`src/pwm_channel_generator_macros.svh`:
```
// Assertion macros shared by the PWM channel generator RTL.
// Depends on nothing; users must provide clk and arst_n in scope.
`ifndef PWM_CHANNEL_GENERATOR_MACROS_SVH
`define PWM_CHANNEL_GENERATOR_MACROS_SVH

// Same-cycle implication, disabled during reset.
`define PCG_ASSERT_SAME(label, ante, cons, msg) \
	label: assert property (@(posedge clk) disable iff (!arst_n) (ante) |-> (cons)) \
		else $error(msg);

// Next-cycle implication, disabled during reset.
`define PCG_ASSERT_NEXT(label, ante, cons, msg) \
	label: assert property (@(posedge clk) disable iff (!arst_n) (ante) |=> (cons)) \
		else $error(msg);

`endif

```
`src/pcg_pkg.sv`:
```
// Package for the PWM channel generator: register indexes, control and result types.
// No dependencies.
package pcg_pkg;

	localparam int unsigned CFG_IDX_W   = 3;
	localparam int unsigned SHIFT_FLD_W = 4;
	localparam int unsigned TDATA_W     = 8;

	typedef enum logic [CFG_IDX_W-1:0] {
		REG_ENABLE      = 3'd0,
		REG_ACTIVE_HIGH = 3'd1,
		REG_CLOCK_SHIFT = 3'd2,
		REG_PRESCALE    = 3'd3,
		REG_PER_MAX     = 3'd4,
		REG_ACTIVE_CNT  = 3'd5
	} reg_idx_t;

	// Fixed-width channel controls
	typedef struct packed {
		logic                   enable;
		logic                   active_high;
		logic [SHIFT_FLD_W-1:0] clock_shift;
	} ctrl_t;

	// One result beat
	typedef struct packed {
		logic period_start;
		logic drive_enable;
		logic level;
	} res_t;

endpackage

```
`src/pcg_cfg.sv`:
```
// Configuration register file of the PWM channel generator.
// Depends on pcg_pkg.
module pcg_cfg #(
	parameter int unsigned PERIOD_BITS   = 16,
	parameter int unsigned PRESCALE_BITS = 8,
	parameter int unsigned CFG_W         = 16
) (
	input  logic                          clk,
	input  logic                          arst_n,
	input  logic                          cfg_we,
	input  logic [pcg_pkg::CFG_IDX_W-1:0] cfg_index,
	input  logic [CFG_W-1:0]              cfg_data,
	output pcg_pkg::ctrl_t                ctrl,
	output logic [PRESCALE_BITS-1:0]      prescale_minus_one,
	output logic [PERIOD_BITS-1:0]        period_minus_one,
	output logic [PERIOD_BITS-1:0]        active_count
);

	pcg_pkg::ctrl_t             ctrl_q;
	logic [PRESCALE_BITS-1:0]   prescale_q;
	logic [PERIOD_BITS-1:0]     period_q;
	logic [PERIOD_BITS-1:0]     active_q;

	always_ff @(posedge clk or negedge arst_n) begin
		if (!arst_n) begin
			ctrl_q.enable      <= 1'b0;
			ctrl_q.active_high <= 1'b1;
			ctrl_q.clock_shift <= '0;
			prescale_q         <= '0;
			period_q           <= '0;
			active_q           <= '0;
		end else if (cfg_we) begin
			case (pcg_pkg::reg_idx_t'(cfg_index))
				pcg_pkg::REG_ENABLE:      ctrl_q.enable      <= cfg_data[0];
				pcg_pkg::REG_ACTIVE_HIGH: ctrl_q.active_high <= cfg_data[0];
				pcg_pkg::REG_CLOCK_SHIFT: ctrl_q.clock_shift <= cfg_data[pcg_pkg::SHIFT_FLD_W-1:0];
				pcg_pkg::REG_PRESCALE:    prescale_q         <= cfg_data[PRESCALE_BITS-1:0];
				pcg_pkg::REG_PER_MAX:     period_q           <= cfg_data[PERIOD_BITS-1:0];
				pcg_pkg::REG_ACTIVE_CNT:  active_q           <= cfg_data[PERIOD_BITS-1:0];
				default: ; // unmapped index, ignored
			endcase
		end
	end

	assign ctrl               = ctrl_q;
	assign prescale_minus_one = prescale_q;
	assign period_minus_one   = period_q;
	assign active_count       = active_q;

endmodule

```
`src/pcg_core.sv`:
```
// Divider chain, period counter and output level logic of the PWM channel.
// Depends on pcg_pkg.
module pcg_core #(
	parameter int unsigned PERIOD_BITS   = 16,
	parameter int unsigned PRESCALE_BITS = 8,
	parameter int unsigned MAX_SHIFT     = 8
) (
	input  logic                     clk,
	input  logic                     arst_n,
	input  logic                     step,
	input  logic                     advance,
	input  pcg_pkg::ctrl_t           ctrl,
	input  logic [PRESCALE_BITS-1:0] prescale_minus_one,
	input  logic [PERIOD_BITS-1:0]   period_minus_one,
	input  logic [PERIOD_BITS-1:0]   active_count,
	output pcg_pkg::res_t            res
);

	localparam int unsigned SHIFT_W = (MAX_SHIFT > 0) ? MAX_SHIFT : 1;

	logic [SHIFT_W-1:0]              shift_cnt_q, shift_cnt_nxt, shift_lim;
	logic [PRESCALE_BITS-1:0]        pre_cnt_q, pre_cnt_nxt;
	logic [PERIOD_BITS-1:0]          pos_q, pos_nxt;
	logic [pcg_pkg::SHIFT_FLD_W-1:0] eff_shift;
	logic                            shift_wrap, pre_wrap, per_wrap, act;

	// clamp shift, then limit = 2^shift - 1 as a low-bit mask
	assign eff_shift = (ctrl.clock_shift > pcg_pkg::SHIFT_FLD_W'(MAX_SHIFT)) ?
		pcg_pkg::SHIFT_FLD_W'(MAX_SHIFT) : ctrl.clock_shift;
	assign shift_lim = (MAX_SHIFT > 0) ? ~({SHIFT_W{1'b1}} << eff_shift) : '0;

	assign shift_wrap = advance && (shift_cnt_q >= shift_lim);
	assign pre_wrap   = shift_wrap && (pre_cnt_q >= prescale_minus_one);
	assign per_wrap   = pre_wrap && (pos_q >= period_minus_one);

	always_comb begin
		shift_cnt_nxt = shift_cnt_q;
		pre_cnt_nxt   = pre_cnt_q;
		pos_nxt       = pos_q;
		if (!ctrl.enable) begin
			shift_cnt_nxt = '0;
			pre_cnt_nxt   = '0;
			pos_nxt       = '0;
		end else if (advance) begin
			shift_cnt_nxt = shift_wrap ? '0 : shift_cnt_q + SHIFT_W'(1);
			if (shift_wrap) begin
				pre_cnt_nxt = pre_wrap ? '0 : pre_cnt_q + PRESCALE_BITS'(1);
			end
			if (pre_wrap) begin
				pos_nxt = per_wrap ? '0 : pos_q + PERIOD_BITS'(1);
			end
		end
	end

	// active phase first; saturates once active_count reaches the period length
	assign act = (active_count > period_minus_one) || (pos_nxt < active_count);

	assign res.level        = ctrl.enable & (ctrl.active_high ? act : ~act);
	assign res.drive_enable = ctrl.enable;
	assign res.period_start = ctrl.enable & per_wrap;

	always_ff @(posedge clk or negedge arst_n) begin
		if (!arst_n) begin
			shift_cnt_q <= '0;
			pre_cnt_q   <= '0;
			pos_q       <= '0;
		end else if (step) begin
			shift_cnt_q <= shift_cnt_nxt;
			pre_cnt_q   <= pre_cnt_nxt;
			pos_q       <= pos_nxt;
		end
	end

endmodule

```
`src/pwm_channel_generator.sv`:
```
// PWM channel generator, top level: stream ports, input and result registers.
// Depends on pcg_pkg, pcg_cfg, pcg_core and pwm_channel_generator_macros.svh.
//
// One PWM channel. Each input beat is one source-clock slot (advance = 1 means
// a tick passes). Ticks are divided by 2^clock_shift (clamped at MAX_SHIFT),
// then by prescale_minus_one+1; each divided clock steps a period counter of
// period_minus_one+1 counts. The output is active for the first active_count
// counts of the period, always active once active_count reaches the period length.
// Every input beat yields exactly one output beat carrying level, drive_enable
// and period_start, reflecting the counters after that tick. Disabled: counters
// held at zero, output beat all zeros (pin floats).
// Throughput is one beat per clock while the output is not stalled. A beat is
// held in the input register, then the counter update and level compare feed
// the result register, from which its result is offered on the output stream.
// The counter state advances as a beat moves into the result register, so a
// stall on the output side holds the counters. Configuration must be written by
// the user only while the block is idle; the block itself does not enforce this.
`include "pwm_channel_generator_macros.svh"

module pwm_channel_generator #(
	parameter int unsigned PERIOD_BITS   = 16,
	parameter int unsigned PRESCALE_BITS = 8,
	parameter int unsigned MAX_SHIFT     = 8,
	localparam int unsigned CFG_W = (PERIOD_BITS > PRESCALE_BITS) ? PERIOD_BITS : PRESCALE_BITS
) (
	input  logic                          clk,
	input  logic                          arst_n,
	// configuration write port
	input  logic                          cfg_we,
	input  logic [pcg_pkg::CFG_IDX_W-1:0] cfg_index,
	input  logic [CFG_W-1:0]              cfg_data,
	// input stream
	input  logic                          s_axis_tvalid,
	output logic                          s_axis_tready,
	input  logic [pcg_pkg::TDATA_W-1:0]   s_axis_tdata,  // [0] advance, [7:1] zero
	// output stream
	output logic                          m_axis_tvalid,
	input  logic                          m_axis_tready,
	output logic [pcg_pkg::TDATA_W-1:0]   m_axis_tdata   // [0] level, [1] drive_enable,
	                                                     // [2] period_start, [7:3] zero
);

	pcg_pkg::ctrl_t           ctrl;
	logic [PRESCALE_BITS-1:0] prescale_minus_one;
	logic [PERIOD_BITS-1:0]   period_minus_one;
	logic [PERIOD_BITS-1:0]   active_count;

	logic          valid_s1, advance_s1;
	logic          out_valid_q;
	pcg_pkg::res_t out_res_q, res;
	logic          out_free, s1_fire, in_fire;

	pcg_cfg #(
		.PERIOD_BITS   (PERIOD_BITS),
		.PRESCALE_BITS (PRESCALE_BITS),
		.CFG_W         (CFG_W)
	) u_cfg (
		.clk                (clk),
		.arst_n             (arst_n),
		.cfg_we             (cfg_we),
		.cfg_index          (cfg_index),
		.cfg_data           (cfg_data),
		.ctrl               (ctrl),
		.prescale_minus_one (prescale_minus_one),
		.period_minus_one   (period_minus_one),
		.active_count       (active_count)
	);

	// result register frees up when empty or being drained this cycle
	assign out_free      = !out_valid_q || m_axis_tready;
	assign s1_fire       = valid_s1 && out_free;
	assign s_axis_tready = !valid_s1 || out_free;
	assign in_fire       = s_axis_tvalid && s_axis_tready;

	// input register
	always_ff @(posedge clk or negedge arst_n) begin
		if (!arst_n) begin
			valid_s1 <= 1'b0;
		end else if (s_axis_tready) begin
			valid_s1 <= s_axis_tvalid;
		end
	end

	always_ff @(posedge clk) begin
		if (in_fire) begin
			advance_s1 <= s_axis_tdata[0];
		end
	end

	// counters step when the beat moves on into the result register
	pcg_core #(
		.PERIOD_BITS   (PERIOD_BITS),
		.PRESCALE_BITS (PRESCALE_BITS),
		.MAX_SHIFT     (MAX_SHIFT)
	) u_core (
		.clk                (clk),
		.arst_n             (arst_n),
		.step               (s1_fire),
		.advance            (advance_s1),
		.ctrl               (ctrl),
		.prescale_minus_one (prescale_minus_one),
		.period_minus_one   (period_minus_one),
		.active_count       (active_count),
		.res                (res)
	);

	// result register
	always_ff @(posedge clk or negedge arst_n) begin
		if (!arst_n) begin
			out_valid_q <= 1'b0;
		end else if (out_free) begin
			out_valid_q <= valid_s1;
		end
	end

	always_ff @(posedge clk) begin
		if (s1_fire) begin
			out_res_q <= res;
		end
	end

	assign m_axis_tvalid = out_valid_q;
	assign m_axis_tdata  = {{(pcg_pkg::TDATA_W-3){1'b0}}, out_res_q.period_start,
		out_res_q.drive_enable, out_res_q.level};

	// checks
	`PCG_ASSERT_NEXT(a_s1_to_out, s1_fire, m_axis_tvalid, "beat left s1 but no result")
	`PCG_ASSERT_SAME(a_ready_when_empty, !valid_s1, s_axis_tready, "stall with empty s1")
	`PCG_ASSERT_NEXT(a_drain_empties, m_axis_tvalid && m_axis_tready && !s1_fire,
		!m_axis_tvalid, "result register kept a drained beat")

endmodule
```
`config.mk`:
```
export PLATFORM = sky130hd
export DESIGN_NAME = pwm_channel_generator
export DESIGN_NICKNAME = d
export VERILOG_FILES = /design/src/pcg_pkg.sv /design/src/pcg_cfg.sv /design/src/pcg_core.sv /design/src/pwm_channel_generator.sv
export VERILOG_INCLUDE_DIRS = /design/src /design/src/src
export SDC_FILE = /design/constraint.sdc
export NUM_CORES = 1
export LEC_CHECK = 0
export ABC_CLOCK_PERIOD_IN_PS = 4100
export BUFFER_PORTS_ARGS = -buffer_cell sky130_fd_sc_hd__buf_2
export CAP_MARGIN = 20
export CELL_PAD_IN_SITES_DETAIL_PLACEMENT = 1
export CELL_PAD_IN_SITES_GLOBAL_PLACEMENT = 2
export CORE_UTILIZATION = 36
export CTS_BUF_LIST = sky130_fd_sc_hd__clkbuf_8
export CTS_CLUSTER_DIAMETER = 100
export DETAILED_ROUTE_END_ITERATION = 7
export PLACE_DENSITY_LB_ADDON = 0.08
export SYNTH_ARGS = -nofsm -noshare
export SYNTH_HDL_FRONTEND = slang
export SYNTH_SLANG_ARGS = --single-unit
```
`constraint.sdc`:
```
create_clock -name clk -period 4.1 [get_ports clk]
set_input_delay 0.41 -clock clk [delete_from_list [all_inputs] [get_ports clk]]
set_output_delay 0.41 -clock clk [all_outputs]
set_load 0.05 [all_outputs]
```
==> qor.txt, run 1 <==
Total CTS buffers: 9
Post-DP Area: 0.006375 mm^2
Syn. warnings: 0
Worst-path clk slew: 0.10 ns
Largest net degree at the start of global routing: 46
Drt first pass iters: 4
Dpl hpwl: 12.23 mm
Initial Utilization: 36.76%
Slew headroom: 35.96%
Ports: 42
Share of cells above drive strength 1: 35.57%
Layout Area Growth over Synthesis: 33.09%
Worst setup margin: -0.2754 ns
Vias: 4996
Nets: 824
Die Footprint: 0.01602 mm^2
Placed Cells: 865
CTS sink cnt: 84
Leading area contributor after synthesis: dfrtp_1
Core area: 0.01520 mm^2
Fin. Hold Viols: 0
# DRC: 0
Hold crit path type: input port to async pin
Initial antenna violation count: 0
Seq/Total Area, Yosys: 38.00%
H-Tree Depth: 3
Synth Register Bits: 84
GRT overflow: 0
R2R setup slack: -0.28 ns
Worst-Margin Slew: 0.9605 ns
Peak supply drop: 217.2 uV
CTS Hold Bufs: 0
Synth top area cells: dfrtp_1 (35%), ha_1 (15%), mux2_2 (7.9%)
Routed WL per cell: 18.96 um
Worst path arrival time: 4.62 ns
CP Launch Type: register
Number of global-route vias before repair: 5312
Final min period: 4.375 ns
Failing checks: setup timing
Crit path to: m_axis_tdata[0]
Achievable clock frequency: 228.6 MHz
I/O Buffers: 29
Die X: 126.6 um
Yosys cell types: 51
Mapped cell area: 0.005588 mm^2
Crit end category: register
Syn avg cell area: 9.267 um^2
CTS Buffer Depth: 2
Final setup viols: 1
Final Util: 48.92%
CTS tree: done
Final GP Congestion: 0.8287
Lkg Pwr: 3.526 nW
Maxcap violations: 0
Post-Synthesis Cells: 603
Main synth FF type: dfrtp_1
Status: complete, but fails checks
Critical path launch point: u_core.pos_q[14]
Worst skew pair latency: 0.38 ns
Worst R2R End: m_axis_tdata[0]
First-pass GRT wire length: 27.20 mm
EDFF count, synth: 4
Clock root cell: clkbuf_8
Design Area, Final: 0.007437 mm^2
WL final: 17.42 mm
Worst setup path category: register to register
Post-synth top area share: 35.38%
Final antenna-violating net count: 0
Via-to-Cell Ratio: 5.436
Commonest cells in the netlist: dfrtp_1 (79), ha_1 (66), nand2_1 (64)
Pwr dens: 375.2 mW/mm^2
Required time worst endpoint: 4.34 ns
Overall power: 2.790 mW
Max-slew violations: 0
Clk_skew: 0.007879 ns
# rows: 45
R2R depth: 18
Ys async rst share: 95.24%
Ant. Diodes: 0
Initial DRC count: 124
Critical path peak fanout: 8
Final Non-Filler Cells: 919
Worst flop-to-flop path startpoint: u_core.pos_q[14]
Most frequent cell after synthesis: dfrtp_1
RSZ-0062 raised after global routing: true
Die Span Y: 126.6 um
Final critical-path share of the clock period: 106.7%
GRT Util Overall: 22.08%
Hold_ws: 0.06356 ns
==> sequential cells by signal (all words and copies together) (netlist names) <==
name                      cells
advance_s1                    1
m_axis_tdata                  3
m_axis_tvalid                 1
u_cfg.active_count           16
u_cfg.ctrl                    6
u_cfg.period_minus_one       16
u_cfg.prescale_minus_one      8
u_core.pos_q                 16
u_core.pre_cnt_q              8
u_core.shift_cnt_q            8
valid_s1                      1
==> placed cells by master, fill, tap and decap left out, types with 4 or more instances in the layout <==
cell / count
nor2_1: 32
nand2_2: 5
a31oi_2: 12
nand3_1: 17
mux2_2: 39
dfrtp_2: 4
xor2_1: 7
o31ai_1: 4
ha_1: 58
nand2_1: 59
a21oi_2: 8
buf_6: 6
ha_4: 5
nand2b_1: 10
and3_1: 12
nor3_1: 11
a22o_1: 11
edfxtp_1: 4
buf_2: 28
conb_1: 5
inv_2: 4
clkbuf_8: 9
buf_4: 91
inv_1: 46
a31oi_1: 10
and4_1: 4
a21oi_1: 19
o21ai_0: 41
nand4_1: 14
dfrtp_1: 75
==> kinds of logic after synthesis <==
kind of cell	after synthesis	synth area share, %
AND/OR/NAND/NOR	190	16.84
AO/OA/AOI/OAI	142	15.92
buffers and inverters	74	5.441
multiplexers	39	7.859
adder cells (fa/ha/maj)	66	14.78
XOR/XNOR	7	1.097
other	1	0.06711
flip-flops	84	38.00
==> through the flow <==
step / setup slack [ns] / TNS, ns
after floorplan: 0.04919 / 0
after global placement: -0.1743 / -0.1743
after detailed placement: -0.2835 / -0.2835
after CTS: -0.2084 / -0.2084
after global routing: -0.4313 / -0.4313
final: -0.2754 / -0.2754
==> what timing repair did <==
item / in CTS / in global routing
cloned: 2 / 1
setup buffers: 16 / 19
gates resized for setup: 23 / 76
pin swaps: 30 / 51
setup endpoints to repair: 1 / 1
==> cell type report <==
class	count	area, um^2
Sequential cell	84	2128
Fill cell	1716	7765
Timing Repair Buffer	132	1041
Tap cell	188	235.2
Clock buffer	9	123.9
Clock inverter	7	100.1
Inverter	50	187.7
Multi-Input combinational cell	449	3621
==> metal layers <==
layer	track usage, %	vias up	share of wire, %
met5	0	-	0
met4	9.213	0	2.9
met3	2.446	27	1.5
met2	39.88	51	52
met1	26.66	2493	43
li1	-	2425	-
==> worst max-delay path: stages (launching register included) <==
cell and delay [ns]:
dfrtp_2 0.46, ha_4 0.28, nand4_1 0.15, or4_4 0.55
or4_4 0.44, nand3_4 0.10, a21oi_4 0.09, buf_12 0.17
buf_16 0.14, a21oi_2 0.15, a31oi_2 0.05, ha_1 0.36
buf_4 0.14, nand3_1 0.09, nand2_1 0.09, a221oi_4 0.28
o21ai_4 0.13, or4_4 0.49, nand3_1 0.08
==> worst min path at each step <==
stage	from	end	slack [ns]	cells past startpoint
after floorplan	arst_n	m_axis_tvalid	0.11	0
after CTS	arst_n	u_cfg.period_minus_one[12]	0.07	1
after global routing	arst_n	u_cfg.period_minus_one[9]	0.1	1
after global placement	arst_n	u_cfg.period_minus_one[8]	0.49	1
after detailed placement	u_cfg.prescale_minus_one[1]	u_cfg.prescale_minus_one[1]	0.49	1
final	arst_n	u_cfg.period_minus_one[9]	0.06	1
==> power breakdown <==
group	internal, mW	switching (mW)
sequential	0.969	0.116
combinational	0.459	0.549
clock	0.349	0.348
total	1.78	1.01
Power figures use the tool's default switching activity.
==> inputs of run 2 (changes only) <==
--- a/config.mk
+++ b/config.mk
@@ -13,7 +13,7 @@
 export CELL_PAD_IN_SITES_GLOBAL_PLACEMENT = 2
 export CORE_UTILIZATION = 36
 export CTS_BUF_LIST = sky130_fd_sc_hd__clkbuf_8
-export CTS_CLUSTER_DIAMETER = 100
+export CTS_CLUSTER_DIAMETER = 40
 export DETAILED_ROUTE_END_ITERATION = 7
 export PLACE_DENSITY_LB_ADDON = 0.08
 export SYNTH_ARGS = -nofsm -noshare
==> constraint.sdc (replaced) <==
create_clock -name clk -period 4.1 [get_ports clk]
set_input_delay 0.82 -clock clk [delete_from_list [all_inputs] [get_ports clk]]
set_output_delay 0.82 -clock clk [all_outputs]
set_load 0.05 [all_outputs]
==> qor.txt, run 2 (synthesis gave the netlist of run 1 again) <==
Largest net degree at the start of global routing: 81
Share of cells above drive strength 1: 25.88%
Crit end category: register
Maxcap violations: 0
Worst-Margin Slew: 0.7281 ns
Worst skew pair latency: 0.38 ns
CP Launch Type: register
R2R depth: 15
Initial Utilization: 36.76%
Worst flop-to-flop path startpoint: u_core.pos_q[15]
Pwr dens: 384.5 mW/mm^2
RSZ-0062 raised after global routing: true
Initial DRC count: 185
Drt first pass iters: 4
Final GP Congestion: 0.8002
Crit path largest cell delay: 0.50 ns
Lkg Pwr: 3.375 nW
Cells along the critical path: ha_1, nand4_1, or4_1, or4_1, nand3_2, a21oi_4, buf_12, buf_4, nand2_2, a31oi_2, ha_2, or3_1, a2111o_1, or4_1, nand3_1
# DRC: 0
Worst setup margin: -0.1602 ns
Achievable clock frequency: 234.7 MHz
Routed WL per cell: 18.30 um
Required time worst endpoint: 4.35 ns
Critical path peak fanout: 17
Nets: 800
Die X: 126.6 um
Critical path's most frequent cell: or4_1
CTS Buffer Depth: 2
Fin. Hold Viols: 0
GRT Util Overall: 21.72%
Max-slew violations: 0
WL final: 16.38 mm
Layout Area Growth over Synthesis: 22.53%
Peak supply drop: 192.4 uV
I/O Buffers: 29
Number of global-route vias before repair: 5167
Vias: 4858
Dpl hpwl: 12.19 mm
CP max-delay cell: or4_1
Layout fillers: 1760
H-Tree Depth: 3
Die Footprint: 0.01602 mm^2
Worst path arrival time: 4.51 ns
Hold_ws: 0.3865 ns
Worst-path clk slew: 0.10 ns
Clock root cell: clkbuf_8
Initial antenna violation count: 0
GRT overflow: 0
Final critical-path share of the clock period: 103.9%
Total CTS buffers: 9
Hold crit path type: input port to async pin
CTS sink cnt: 84
CTS tree: done
Ports: 42
# rows: 45
Core area: 0.01520 mm^2
Final min period: 4.260 ns
R2R setup slack: -0.16 ns
Worst R2R End: m_axis_tdata[0]
Clk_skew: 0.01900 ns
Ant. Diodes: 0
Final setup viols: 1
Via-to-Cell Ratio: 5.428
Setup Total Neg Slack: -0.1602 ns
Failing checks: setup timing
Worst setup path category: register to register
Final antenna-violating net count: 0
First-pass GRT wire length: 26.68 mm
Die Span Y: 126.6 um
Status: complete, but fails checks
Leading cell type in the layout, fill and taps excluded: dfrtp_1
Slew headroom: 51.46%
Commonest non-fill, non-tap cells in the layout: dfrtp_1 (79), buf_4 (77), ha_1 (64)
==> run 2: changes by cell type in the layout (fill, tap and decap cells not counted), moves of 4 or more <==
| cell | delta |
|---|---|
| ha_4 | -4 |
| buf_4 | -14 |
| nand2_2 | -4 |
| a21oi_2 | -7 |
| dfrtp_2 | -4 |
| dfrtp_1 | +4 |
| inv_2 | -4 |
| a31oi_1 | +13 |
| a31oi_2 | -11 |
| a21oi_1 | +7 |
| nand2_1 | +4 |
| buf_6 | -6 |
| ha_1 | +6 |
==> run 2: layer usage <==
metal / wire, um / track usage, %
met3: 301 / 2.488
met5: 0 / 0
met1: 7163 / 26.33
met4: 299 / 7.583
met2: 8612 / 39.68
==> run 2: how the worst max path moves through the flow <==
| stage | slack (ns) | endpoint | start |
|---|---|---|---|
| 2_1_floorplan | 0.05 | m_axis_tdata[0] | u_cfg.ctrl[3] |
| 5_1_grt | -0.33 | m_axis_tdata[0] | u_core.pos_q[15] |
| 3_3_place_gp | -0.17 | m_axis_tdata[0] | u_cfg.ctrl[1] |
| 6_report | -0.16 | m_axis_tdata[0] | u_core.pos_q[15] |
| 3_5_place_dp | -0.24 | m_axis_tdata[0] | u_core.pos_q[14] |
| 4_1_cts | -0.22 | m_axis_tdata[0] | u_core.pos_q[12] |
==> run 2: final cells by class <==
class	count	area, um^2	area share, %
Clock buffer	9	123.9	1.809
Clock inverter	7	98.84	1.444
Inverter	50	187.7	2.741
Multi-Input combinational cell	449	3284	47.97
Sequential cell	84	2123	31.01
Tap cell	188	235.2	3.436
Timing Repair Buffer	108	793.3	11.59
==> run 2: timing repair <==
item / in CTS / in global routing
pin swaps: 5 / 10
resized for setup: 7 / 16
setup endpoints to repair: 1 / 1
gates cloned: 1 / 0
buffers inserted: 9 / 2
hold buffers: 0 / 0
==> run 2: metrics by stage <==
stage	setup WS, ns	instance area, um^2	cells	power (mW)	utilization [%]
floorplan	0.04919	5603	607	1.584	-
global placement	-0.1732	6382	866	1.865	41.98
detailed placement	-0.2432	6382	866	1.917	41.98
CTS	-0.2228	6730	892	2.644	44.27
global route	-0.3313	6847	895	2.820	45.04
finish	-0.1602	6847	895	2.632	45.04
==> run 2: worst max-delay path: cells and delay by family, from the launching register on <==
kind / cells / cell delay (ns)
buffers and inverters: 2 / 0.33
flip-flops: 1 / 0.41
AO/OA/AOI/OAI: 3 / 0.63
AND/OR/NAND/NOR: 8 / 2.21
adder cells (fa/ha/maj): 2 / 0.54
==> run 2: where the power goes <==
group | leakage (nW) | switching, mW | internal [mW]
Clock | 0.110 | 0.351 | 0.347
Combinational | 2.21 | 0.489 | 0.375
Sequential | 1.06 | 0.103 | 0.968
Total | 3.38 | 0.943 | 1.69
